[src/rtl/core/rssi_pkg.sv]
`timescale 1ns / 1ps

package rssi_pkg;

    localparam int LOG_DEPTH = 16;
    localparam int HEAD_W    = $clog2(LOG_DEPTH);
    localparam int FILL_W    = $clog2(LOG_DEPTH + 1);
    localparam int POS_W     = HEAD_W + 1;

    localparam logic [6:0]  THRESHOLD_MIN   = 7'd5;
    localparam logic [6:0]  THRESHOLD_MAX   = 7'd80;
    localparam logic [6:0]  THRESHOLD_RESET = 7'd25;
    localparam logic [15:0] INTERVAL_RESET  = 16'd80;
    localparam logic [15:0] OPEN_RESET      = 16'd2000;
    localparam logic [15:0] CLOSE_RESET     = 16'd5000;

    typedef enum logic [2:0] {
        CMD_SAMPLE = 3'd0,
        CMD_READ   = 3'd1,
        CMD_CLEAR  = 3'd2,
        CMD_ARM    = 3'd3,
        CMD_DISARM = 3'd4,
        CMD_START  = 3'd5,
        CMD_STOP   = 3'd6
    } cmd_t;

    typedef enum logic [2:0] {
        KIND_IGNORED = 3'd0,
        KIND_SAMPLED = 3'd1,
        KIND_OPENED  = 3'd2,
        KIND_CLOSED  = 3'd3,
        KIND_ENTRY   = 3'd4,
        KIND_EMPTY   = 3'd5,
        KIND_DONE    = 3'd6
    } kind_t;

    typedef enum logic [2:0] {
        REG_THRESHOLD = 3'd0,
        REG_INTERVAL  = 3'd1,
        REG_OPEN      = 3'd2,
        REG_CLOSE     = 3'd3
    } reg_index_t;

    typedef struct packed {
        logic [2:0]  command;
        logic [31:0] now_ms;
        logic [7:0]  strength;
        logic [7:0]  noise_ratio;
        logic [15:0] tuned_khz;
        logic        upper_sideband;
        logic        am_mode;
        logic [7:0]  entry_index;
    } in_item_t;

    typedef struct packed {
        logic [2:0]  kind;
        logic [15:0] event_khz;
        logic        event_usb;
        logic        event_am;
        logic [7:0]  event_peak_strength;
        logic [7:0]  event_peak_noise_ratio;
        logic [4:0]  log_count;
    } out_item_t;

    typedef struct packed {
        logic [15:0] khz;
        logic        usb;
        logic        am;
    } event_mode_t;

    typedef struct packed {
        event_mode_t mode;
        logic [7:0]  pk_str;
        logic [7:0]  pk_snr;
    } log_entry_t;

endpackage

[src/rtl/core/rssi_event_detector_logger_core.sv]
`timescale 1ns / 1ps

// Signal presence detector and event logger. Items enter an input register and are
// resolved in a single pass of compare and select logic into a result register, so
// one item is taken every clock cycle and its result is held in the result register;
// the throughput is limited only by the result register being stalled. The ring log
// of LOG_DEPTH entries lives in flip-flops without reset, and an entry is read by
// entry_index, 0 being the newest. Configuration writes take effect at the next clock
// edge and must be made while no item is in flight.
module rssi_event_detector_logger_core
    import rssi_pkg::*;
(
    input  logic        clk,
    input  logic        rst_n,
    input  logic        in_valid,
    output logic        in_stall,
    input  in_item_t    in_item,
    output logic        out_valid,
    input  logic        out_stall,
    output out_item_t   out_item,
    input  logic        cfg_write,
    input  logic [2:0]  cfg_index,
    input  logic [15:0] cfg_data
);

    // configuration
    logic [6:0]  threshold_reg;
    logic [15:0] interval_reg;
    logic [15:0] open_delay_reg;
    logic [15:0] close_delay_reg;
    logic [6:0]  threshold_wr;

    // pipeline
    logic        in_valid_reg;
    in_item_t    in_item_reg;
    logic        out_valid_reg;
    out_item_t   out_item_reg;
    out_item_t   out_item_next;
    logic        advance;
    logic        fire;

    // detector state
    logic        active_reg,  active_next;
    logic        armed_reg,   armed_next;
    logic        open_reg,    open_next;
    logic [31:0] above_reg,   above_next;
    logic [31:0] below_reg,   below_next;
    logic [31:0] last_reg,    last_next;
    logic [7:0]  pk_str_reg,  pk_str_next;
    logic [7:0]  pk_snr_reg,  pk_snr_next;
    event_mode_t cur_reg,     cur_next;
    logic [HEAD_W-1:0] head_reg, head_next;
    logic [FILL_W-1:0] fill_reg, fill_next;

    // log store
    log_entry_t  log_mem [LOG_DEPTH];
    logic        log_we;
    log_entry_t  log_wdata;
    logic [POS_W-1:0]  pos_sum;
    logic [HEAD_W-1:0] rd_pos;
    log_entry_t  rd_entry;

    // sample path
    logic [31:0] since_last;
    logic        sample_ok;
    logic        present;
    logic [31:0] above_eff;
    logic [31:0] below_eff;
    logic [8:0]  idx_ext;
    logic [8:0]  fill_ext;

    assign advance   = !out_valid_reg || !out_stall;
    assign fire      = in_valid_reg && advance;
    assign in_stall  = in_valid_reg && !advance;
    assign out_valid = out_valid_reg;
    assign out_item  = out_item_reg;

    always_comb
    begin
        threshold_wr = cfg_data[6:0];
        if (threshold_wr < THRESHOLD_MIN)
        begin
            threshold_wr = THRESHOLD_MIN;
        end
        else if (threshold_wr > THRESHOLD_MAX)
        begin
            threshold_wr = THRESHOLD_MAX;
        end
    end

    always_ff @(posedge clk or negedge rst_n)
    begin
        if (!rst_n)
        begin
            threshold_reg   <= THRESHOLD_RESET;
            interval_reg    <= INTERVAL_RESET;
            open_delay_reg  <= OPEN_RESET;
            close_delay_reg <= CLOSE_RESET;
        end
        else if (cfg_write)
        begin
            case (cfg_index)
                REG_THRESHOLD: threshold_reg   <= threshold_wr;
                REG_INTERVAL:  interval_reg    <= cfg_data;
                REG_OPEN:      open_delay_reg  <= cfg_data;
                REG_CLOSE:     close_delay_reg <= cfg_data;
                default:       ;
            endcase
        end
    end

    // newest-first position in the ring
    assign pos_sum  = {1'b0, head_reg} + POS_W'(LOG_DEPTH - 1)
                      - {1'b0, in_item_reg.entry_index[HEAD_W-1:0]};
    assign rd_pos   = (pos_sum >= POS_W'(LOG_DEPTH)) ? HEAD_W'(pos_sum - POS_W'(LOG_DEPTH))
                                                     : pos_sum[HEAD_W-1:0];
    assign rd_entry = log_mem[rd_pos];
    assign idx_ext  = {1'b0, in_item_reg.entry_index};
    assign fill_ext = 9'(fill_reg);

    assign since_last = in_item_reg.now_ms - last_reg;
    assign sample_ok  = active_reg && armed_reg && !(since_last < {16'b0, interval_reg});
    assign present    = in_item_reg.strength >= {1'b0, threshold_reg};
    assign above_eff  = (above_reg == 32'd0) ? in_item_reg.now_ms : above_reg;
    assign below_eff  = (below_reg == 32'd0) ? in_item_reg.now_ms : below_reg;

    always_comb
    begin
        active_next   = active_reg;
        armed_next    = armed_reg;
        open_next     = open_reg;
        above_next    = above_reg;
        below_next    = below_reg;
        last_next     = last_reg;
        pk_str_next   = pk_str_reg;
        pk_snr_next   = pk_snr_reg;
        cur_next      = cur_reg;
        head_next     = head_reg;
        fill_next     = fill_reg;
        log_we        = 1'b0;
        log_wdata     = '{mode: cur_reg, pk_str: pk_str_reg, pk_snr: pk_snr_reg};
        out_item_next = '0;
        out_item_next.kind = KIND_DONE;

        if (fire)
        begin
            case (in_item_reg.command)
                CMD_SAMPLE:
                begin
                    if (!sample_ok)
                    begin
                        out_item_next.kind = KIND_IGNORED;
                    end
                    else
                    begin
                        out_item_next.kind = KIND_SAMPLED;
                        last_next = in_item_reg.now_ms;
                        if (present)
                        begin
                            below_next = 32'd0;
                            above_next = above_eff;
                            if (in_item_reg.strength > pk_str_reg)
                            begin
                                pk_str_next = in_item_reg.strength;
                            end
                            if (in_item_reg.noise_ratio > pk_snr_reg)
                            begin
                                pk_snr_next = in_item_reg.noise_ratio;
                            end
                            if (!open_reg && ((in_item_reg.now_ms - above_eff)
                                              >= {16'b0, open_delay_reg}))
                            begin
                                open_next          = 1'b1;
                                cur_next.khz       = in_item_reg.tuned_khz;
                                cur_next.usb       = in_item_reg.upper_sideband;
                                cur_next.am        = in_item_reg.am_mode;
                                out_item_next.kind = KIND_OPENED;
                            end
                        end
                        else
                        begin
                            above_next = 32'd0;
                            below_next = below_eff;
                            if (open_reg && ((in_item_reg.now_ms - below_eff)
                                             >= {16'b0, close_delay_reg}))
                            begin
                                log_we      = 1'b1;
                                head_next   = (head_reg == HEAD_W'(LOG_DEPTH - 1))
                                              ? '0 : head_reg + 1'b1;
                                if (fill_reg < FILL_W'(LOG_DEPTH))
                                begin
                                    fill_next = fill_reg + 1'b1;
                                end
                                open_next   = 1'b0;
                                pk_str_next = 8'd0;
                                pk_snr_next = 8'd0;
                                out_item_next.kind                   = KIND_CLOSED;
                                out_item_next.event_khz              = cur_reg.khz;
                                out_item_next.event_usb              = cur_reg.usb;
                                out_item_next.event_am               = cur_reg.am;
                                out_item_next.event_peak_strength    = pk_str_reg;
                                out_item_next.event_peak_noise_ratio = pk_snr_reg;
                            end
                        end
                    end
                end
                CMD_READ:
                begin
                    if (idx_ext >= fill_ext)
                    begin
                        out_item_next.kind = KIND_EMPTY;
                    end
                    else
                    begin
                        out_item_next.kind                   = KIND_ENTRY;
                        out_item_next.event_khz              = rd_entry.mode.khz;
                        out_item_next.event_usb              = rd_entry.mode.usb;
                        out_item_next.event_am               = rd_entry.mode.am;
                        out_item_next.event_peak_strength    = rd_entry.pk_str;
                        out_item_next.event_peak_noise_ratio = rd_entry.pk_snr;
                    end
                end
                CMD_CLEAR:
                begin
                    fill_next = '0;
                    head_next = '0;
                end
                CMD_ARM:
                begin
                    armed_next = 1'b1;
                    open_next  = 1'b0;
                    above_next = 32'd0;
                    below_next = 32'd0;
                end
                CMD_DISARM:
                begin
                    armed_next = 1'b0;
                    open_next  = 1'b0;
                    above_next = 32'd0;
                    below_next = 32'd0;
                end
                CMD_START:
                begin
                    active_next = 1'b1;
                    open_next   = 1'b0;
                    above_next  = 32'd0;
                    below_next  = 32'd0;
                    last_next   = 32'd0;
                end
                CMD_STOP:
                begin
                    open_next   = 1'b0;
                    active_next = 1'b0;
                    armed_next  = 1'b0;
                end
                default:
                begin
                    out_item_next.kind = KIND_IGNORED;
                end
            endcase
        end

        out_item_next.log_count = 5'(fill_next);
    end

    always_ff @(posedge clk or negedge rst_n)
    begin
        if (!rst_n)
        begin
            in_valid_reg  <= 1'b0;
            out_valid_reg <= 1'b0;
            active_reg    <= 1'b0;
            armed_reg     <= 1'b0;
            open_reg      <= 1'b0;
            above_reg     <= 32'd0;
            below_reg     <= 32'd0;
            last_reg      <= 32'd0;
            pk_str_reg    <= 8'd0;
            pk_snr_reg    <= 8'd0;
            cur_reg       <= '0;
            head_reg      <= '0;
            fill_reg      <= '0;
        end
        else
        begin
            if (!in_stall)
            begin
                in_valid_reg <= in_valid;
            end
            if (advance)
            begin
                out_valid_reg <= in_valid_reg;
            end
            active_reg <= active_next;
            armed_reg  <= armed_next;
            open_reg   <= open_next;
            above_reg  <= above_next;
            below_reg  <= below_next;
            last_reg   <= last_next;
            pk_str_reg <= pk_str_next;
            pk_snr_reg <= pk_snr_next;
            cur_reg    <= cur_next;
            head_reg   <= head_next;
            fill_reg   <= fill_next;
        end
    end

    // payload registers
    always_ff @(posedge clk)
    begin
        if (in_valid && !in_stall)
        begin
            in_item_reg <= in_item;
        end
        if (fire)
        begin
            out_item_reg <= out_item_next;
        end
    end

    always_ff @(posedge clk)
    begin
        if (log_we)
        begin
            log_mem[head_reg] <= log_wdata;
        end
    end

endmodule
[config.mk]
export PLATFORM = sky130hd
export DESIGN_NAME = rssi_event_detector_logger_core
export DESIGN_NICKNAME = d
export VERILOG_FILES = /design/src/rtl/core/rssi_pkg.sv /design/src/rtl/core/rssi_event_detector_logger_core.sv
export SDC_FILE = /design/constraint.sdc
export NUM_CORES = 1
export LEC_CHECK = 0
export ABC_AREA = 1
export BUFFER_PORTS_ARGS = -buffer_cell sky130_fd_sc_hd__buf_2
export CAP_MARGIN = 20
export CORE_MARGIN = 2
export CORE_UTILIZATION = 46
export CTS_BUF_LIST = sky130_fd_sc_hd__clkbuf_2
export CTS_CLUSTER_SIZE = 16
export DETAILED_ROUTE_END_ITERATION = 8
export PLACE_DENSITY = 0.58
export REMOVE_ABC_BUFFERS = 1
export SKIP_CTS_REPAIR_TIMING = 1
export SYNTH_ARGS = -nofsm -noshare
export SYNTH_HDL_FRONTEND = slang
export SYNTH_SLANG_ARGS = --single-unit
export TNS_END_PERCENT = 100
[constraint.sdc]
create_clock -name clk -period 15.24 [get_ports clk]
set_input_delay 0.762 -clock clk [delete_from_list [all_inputs] [get_ports clk]]
set_output_delay 0.762 -clock clk [all_outputs]
set_load 0.005 [all_outputs]
==> results.yml, run 1 <==
timing:
  maxSlewViolCount: 0
  setup_tns_ns: 0
  fmaxAchievable_mhz: 143
  period_share_pct: 46.0
  hold_violations: 0
  rsz0062_at_grt: "no"
  slew_headroom_pct: 26.7
  min_period_ns: 7.01
  fin_skew_ns: 0.137
  setup_violations: 0
  worst_pin_slew_ns: 1.10
cells_and_area:
  syn_to_final_growth_pct: 14.1
  largest_reg_flops: 544
  layout-drive-gt1-share_pct: 12.7
  nNetsFinal: 5117
  fillers: 8491
  final_area_mm2: 0.0485
yosys:
  synth_common_cells: "nand2_1 (837), edfxtp_1 (663), nor2_1 (642)"
  synth_cell_types: 55
  ys_seq_area_share_pct: 58.6
  syn_area_mm2: 0.0425
  synth_top_area_cell: "edfxtp_1"
  ys.flop_type: "edfxtp_1"
  async_reset_ff_share_pct: 23.1
  synth_seq_cells: 862
  yosysMostFrequentCell: "nand2_1"
  yosys_warnings: 0
  postSynthCellCount: 4408
  synth_top_area_share_pct: 46.8
  synth-edff-count: 663
  synth_area_leaders: "edfxtp_1 (47%), dfrtp_1 (11%), nand2_1 (7.4%), o21ai_0 (6.2%), nor2_1 (5.7%)"
  avgSynthCellArea_um2: 9.65
detailed_routing:
  drt-initial-drc-count: 2401
  drc_errors: 0
  drt-pass1-iter-count: 7
  drt.antenna.violating_nets: 0
  post_drt_via_cell_ratio: 5.31
  vias: 32964
  post_drt_wl_per_cell_um: 19.5
  routed_wl_um: 121000
setup_path:
  crit_fanout: 28
  worstPathBufferInverterCount: 3
  worstSetupPathType: "register to register"
  required_ns: 16.35
  crit_path_frequent_cell: "nand2_1"
  slowest_stage: "nand4_2"
  cpPeakStageDelay_ns: 0.66
  cp-start-kind: "register"
  arrival_ns: 8.12
  critPathCaptureType: "register"
  path_delay_family: "simple AND/OR/NAND/NOR gates"
clock_tree:
  cts_tree: "built"
  clock_latency_ns: 1.58
  cts-htree-levels: 4
  cts_made_buffers: 222
  cts_root_buf: "clkbuf_2"
  cts.sinks: 862
  clkTransAtPathRegs_ns: 0.10
  cts_max_path_buffers: 3
outcome:
  status: "finished clean"
floorplan:
  die-width_um: 308
  start_util_pct: 46.4
  row_count: 111
  die_y_um: 308
  io_pins: 145
  dieArea_mm2: 0.0949
  core-area_mm2: 0.0917
hold_path:
  hp-class: "input pin to register"
place:
  portBuffers: 144
  finalWeightedCongestion: 0.962
  dp_hpwl_um: 76200
  place_area_mm2: 0.0445
global_route:
  grt_pass1_vias: 32518
  grtUsageTotal_pct: 25.2
  overflow: 0
  grt_max_degree: 126
  grt_pass1_wl_um: 183000
  antenna_found_initial: 2
pwr:
  p_per_area_mw_per_mm2: 202
  peakVddDrop_uv: 121
  p_leak_nw: 20.2
job:
  drv_cap: 0
==> layout make-up <==
class / instances / area, um^2 / share of cell area [%]
Inverter: 420 / 1590 / 3.27
Sequential cell: 862 / 24900 / 51.3
Antenna cell: 6 / 15.0 / 0.0309
Tap cell: 1186 / 1480 / 3.06
Timing Repair Buffer: 376 / 2970 / 6.12
Clock inverter: 62 / 389 / 0.802
Clock buffer: 340 / 1700 / 3.51
Multi-Input combinational cell: 2954 / 15500 / 31.9
==> placed cells by master (no fill, tap or decap), types with 4 or more instances in the layout <==
cell type / count
a211oi_1: 5
a21boi_0: 4
a21o_1: 7
a21oi_1: 138
buf_2: 143
buf_4: 42
clkbuf_2: 340
clkinv_1: 38
clkinv_2: 10
dfrtp_1: 183
dfstp_2: 16
diode_2: 6
dlygate4sd3_1: 188
edfxtp_1: 663
ha_1: 175
inv_1: 410
inv_2: 8
inv_6: 5
mux2i_1: 6
nand2_1: 837
nand2_2: 11
nand3_1: 206
nand3b_1: 16
nand4_1: 49
nor2_1: 625
nor2_2: 7
nor2_4: 20
nor3_1: 23
nor4_1: 5
o21a_1: 10
o21ai_0: 525
o21ai_1: 58
o221ai_1: 69
o22ai_1: 4
o31ai_1: 61
xnor2_1: 6
xor2_1: 48
==> worst min-delay path, delay by kind of cell <==
family          cells  cell delay [ns]
compound gates      1             0.10
buf+inv             3             0.78
==> logic make-up after synthesis <==
kind of cell,after synthesis,share of synthesized area [%]
xor gates and xnor gates,56,1.15
buffers and inverters,592,5.49
muxes,6,0.141
AOI/OAI and AO/OA,893,11.7
and+or+nand+nor,1819,17.6
DFF,862,58.6
adders and majority gates,180,5.36
==> worst paths after layout <==
check / slack (ns) / cells past startpoint / endpoint / start
setup reg to reg: 8.23 / 31 / log_mem[10][12]$_DFFE_PP_ / below_reg[3]$_DFFE_PN0P_
hold / removal: 0.09 / 4 / open_delay_reg[8]$_DFFE_PN1P_ / cfg_data[8]
hold reg to reg: 0.46 / 2 / cur_reg[12]$_DFFE_PN0P_ / in_item_reg[20]$_DFFE_PP_
min in group asynchronous: 0.43 / 4 / cur_reg[12]$_DFFE_PN0P_ / rst_n
setup / recovery: 8.23 / 31 / log_mem[10][12]$_DFFE_PP_ / below_reg[3]$_DFFE_PN0P_
max in group asynchronous: 13.88 / 4 / below_reg[31]$_DFFE_PN0P_ / rst_n
==> routing by layer <==
metal  part of all wire, %  global-route usage [%]  up-vias
met1                    42                    30.8    15696
met5                     0                       0        -
met3                   4.6                    3.88      248
met2                    50                    44.1      866
met4                   3.7                    10.8        0
li1                      -                       -    16154
==> stage by stage <==
stage | cells | utilization, % | hold slack, ns | power [mW] | setup slack (ns)
5_1_grt | 6206 | 52.9 | -0.0337 | 10.7 | 7.67
3_3_place_gp | 5608 | 48.5 | 0.468 | 8.11 | 8.32
4_1_cts | 6010 | 50.8 | -0.931 | 9.83 | 8.12
3_5_place_dp | 5608 | 48.5 | 0.474 | 8.16 | 8.14
6_report | 6206 | 52.9 | 0.0861 | 9.81 | 8.23
2_1_floorplan | 4236 | - | 0.434 | 6.66 | 4.04
==> power breakdown <==
part / internal, mW / switching [mW] / total, mW / leakage, nW
registers: 2.84 / 0.244 / 3.08 / 8.56
clock network: 0.647 / 0.993 / 1.64 / 1.60
logic: 1.67 / 3.41 / 5.09 / 10.0
(Power assumes the default switching activity.)
==> inputs of run 2 (changes only) <==
--- a/config.mk
+++ b/config.mk
@@ -5,7 +5,7 @@
 export SDC_FILE = /design/constraint.sdc
 export NUM_CORES = 1
 export LEC_CHECK = 0
-export ABC_AREA = 1
+export ABC_AREA = 0
 export BUFFER_PORTS_ARGS = -buffer_cell sky130_fd_sc_hd__buf_2
 export CAP_MARGIN = 20
 export CORE_MARGIN = 2
@@ -13,7 +13,7 @@
 export CTS_BUF_LIST = sky130_fd_sc_hd__clkbuf_2
 export CTS_CLUSTER_SIZE = 16
 export DETAILED_ROUTE_END_ITERATION = 8
-export PLACE_DENSITY = 0.58
+export PLACE_DENSITY = 0.6
 export REMOVE_ABC_BUFFERS = 1
 export SKIP_CTS_REPAIR_TIMING = 1
 export SYNTH_ARGS = -nofsm -noshare
==> constraint.sdc (replaced) <==
create_clock -name clk -period 6 [get_ports clk]
set_input_delay 0.3 -clock clk [delete_from_list [all_inputs] [get_ports clk]]
set_output_delay 0.3 -clock clk [all_outputs]
set_load 0.005 [all_outputs]
==> run 2 against run 1 <==
The run now ends with setup timing left. Sequential share of layout area decreased by 3.3 points. Global-route usage decreased by 0.93 points. Sequential cell count did not move. Count of clock-buffer cells in the layout decreased by 5. Core utilization is 6.0 points higher. Sequential power grew to 2.6 times the previous value. Clock skew is 0.018 ns higher. Largest power group unchanged.
==> results.yml, run 2 <==
outcome:
  status: "finished with violations"
  violations: "setup timing"
floorplan:
  die-width_um: 301
  start_util_pct: 46.3
  row_count: 109
  io_pins: 145
  die_y_um: 301
  core-area_mm2: 0.0880
  dieArea_mm2: 0.0908
cells_and_area:
  nNetsFinal: 4183
  layout_common_cells: "edfxtp_1 (663), nand2_1 (355), clkbuf_2 (335)"
  largest_reg_flops: 544
  syn_to_final_growth_pct: 27.4
  layout-drive-gt1-share_pct: 29.5
  final_core_util_pct: 58.9
  final_common_cell: "edfxtp_1"
  fin_cells: 5259
setup_path:
  crit_fanout: 5
  slowest_stage: "dfrtp_1"
  crit_path_frequent_cell: "a21o_1"
  arrival_ns: 7.52
  worstSetupPathType: "register to register"
  timing.rr.start: "below_reg[27]$_DFFE_PN0P_"
  reg2reg_depth: 30
  cpPeakStageDelay_ns: 0.40
  required_ns: 7.29
  critPathCaptureType: "register"
  crit_path_start: "below_reg[27]$_DFFE_PN0P_"
  ff2ff_setup_slack_ns: -0.22
  r2r-end: "log_mem[6][25]$_DFFE_PP_"
  cp-start-kind: "register"
yosys:
  avgSynthCellArea_um2: 13.5
  postSynthCellCount: 3018
  synth_top_area_cell: "edfxtp_1"
  synth_area_leaders: "edfxtp_1 (49%), dfrtp_1 (11%), mux4_2 (7.5%), ha_1 (5.4%), nand2_1 (3.3%)"
  yosysMostFrequentCell: "edfxtp_1"
  synth_top_area_share_pct: 48.9
  synth-edff-count: 663
  synth_common_cells: "edfxtp_1 (663), nand2_1 (356), dfrtp_1 (183)"
  ys.flop_type: "edfxtp_1"
  synth_cell_types: 90
  ys_seq_area_share_pct: 61.2
  synth_seq_cells: 862
  async_reset_ff_share_pct: 23.1
  syn_area_mm2: 0.0407
  yosys_warnings: 0
hold_path:
  whs_endpoint: "in_item_reg[11]$_DFFE_PP_"
  min_from: "in_item[11]"
  hp-class: "input pin to register"
  min_path_cells: 3
detailed_routing:
  top_layer: "met5"
  routed_wl_um: 120000
  wl_met3_um: 7380
  post_drt_wl_per_cell_um: 22.7
  drt.antenna.violating_nets: 0
  wl_met2_um: 60900
  drt-pass1-iter-count: 7
  drt-initial-drc-count: 2172
  vias: 29473
  post_drt_via_cell_ratio: 5.60
  drc_errors: 0
  wl_met1_um: 47500
global_route:
  grtUsageTotal_pct: 24.2
  antenna_found_initial: 5
  overflow: 0
  grt_max_degree: 109
  grt_pass1_wl_um: 166000
  grt_pass1_vias: 29215
place:
  dp_hpwl_um: 76100
  portBuffers: 144
  place_inst: 4508
  finalWeightedCongestion: 0.874
pwr:
  peakVddDrop_uv: 517
  p_leak_nw: 20.0
  p_per_area_mw_per_mm2: 470
  p_switching_mw: 9.64
  comb_power_share_pct: 50.9
  swShare_pct: 39.6
  pwr-share-clk_pct: 16.7
  p_int_mw: 14.7
  pwr-share-seq_pct: 32.4
  total_power_mw: 24.4
timing:
  slew_headroom_pct: 34.7
  setup_ws_ns: -0.223
  hold_violations: 0
  fin_skew_ns: 0.154
  period_share_pct: 104
  min_period_ns: 6.22
  setup_violations: 448
  setup_tns_ns: -36.53
  rsz0062_at_grt: "yes"
  worst_pin_slew_ns: 0.980
  maxSlewViolCount: 0
  fmaxAchievable_mhz: 161
clock_tree:
  cts-htree-levels: 4
  clock_latency_ns: 1.56
  cts_tree: "built"
  cts_made_buffers: 218
  cts_root_buf: "clkbuf_2"
  clkTransAtPathRegs_ns: 0.11
  cts.sinks: 862
  cts_max_path_buffers: 3
job:
  drv_cap: 0
run 2: cell count changes after synthesis, moves of 67 or more:
| cell | before | now |
|---|---|---|
| nand2_1 | 837 | 356 |
| nand3_1 | 206 | 111 |
| o221ai_1 | 69 | 2 |
| o21ai_0 | 525 | 133 |
| inv_1 | 413 | 142 |
| mux4_2 | 0 | 136 |
| nor2_1 | 642 | 81 |
run 2: final cells by class:
cell class	count	area, um^2
fillers	7190	36100
flip-flops and latches	862	24900
multi-input cells	1871	15300
repair buffers	807	7510
clock buffers	335	1680
well taps	1165	1460
inverters	142	533
clock inverters	71	410
diodes	6	15.0
run 2: worst max-delay path by stage:
stage / endpoint / slack [ns] / cells after the start
2_1_floorplan: below_reg[0]$_DFFE_PN0P_ / -1.76 / 20
3_3_place_gp: log_mem[5][27]$_DFFE_PP_ / -0.51 / 29
3_5_place_dp: log_mem[5][25]$_DFFE_PP_ / -0.53 / 30
4_1_cts: log_mem[7][4]$_DFFE_PP_ / -0.56 / 30
5_1_grt: log_mem[6][4]$_DFFE_PP_ / -0.44 / 29
6_report: log_mem[6][25]$_DFFE_PP_ / -0.22 / 30
run 2: logic make-up after synthesis:
family / Yosys count / share of synthesized area (%)
DFF: 862 / 61.2
and+or+nand+nor: 772 / 9.00
AOI/OAI and AO/OA: 651 / 10.7
buffers and inverters: 285 / 2.76
muxes: 197 / 9.15
adders and majority gates: 180 / 5.61
xor gates and xnor gates: 71 / 1.53
run 2: power by group through the flow:
stage,sequential [mW],clock (mW),combinational [mW]
after floorplan,7.73,0,7.43
after global placement,7.99,0,11.4
after detailed placement,8.03,0,11.4
after CTS,7.89,4.20,11.5
after global routing,7.98,4.52,13.6
final,7.90,4.07,12.4
run 2: per-layer routing:
layer / track usage (%) / vias up
met5: 0 / -
met4: 10.4 / 2
met3: 4.56 / 200
met2: 40.8 / 1036
met1: 30.7 / 14657
li1: - / 13578
run 2: worst max-delay path, delay by kind of cell (launching register included):
kind            cells  cell delay, ns
compound gates      9            2.07
simple gates       10            1.78
buf+inv             7            0.97
fa+ha+maj           3            0.75
flops               1            0.40
xor+xnor            1            0.15
run 2: metrics by stage:
stage,instance area (um^2),setup WS (ns),hold WS [ns]
2_1_floorplan,40100,-1.76,0.00441
3_3_place_gp,45200,-0.505,0.417
3_5_place_dp,45200,-0.525,0.431
4_1_cts,47300,-0.556,-1.29
5_1_grt,51800,-0.437,-0.0451
6_report,51800,-0.223,0.0722
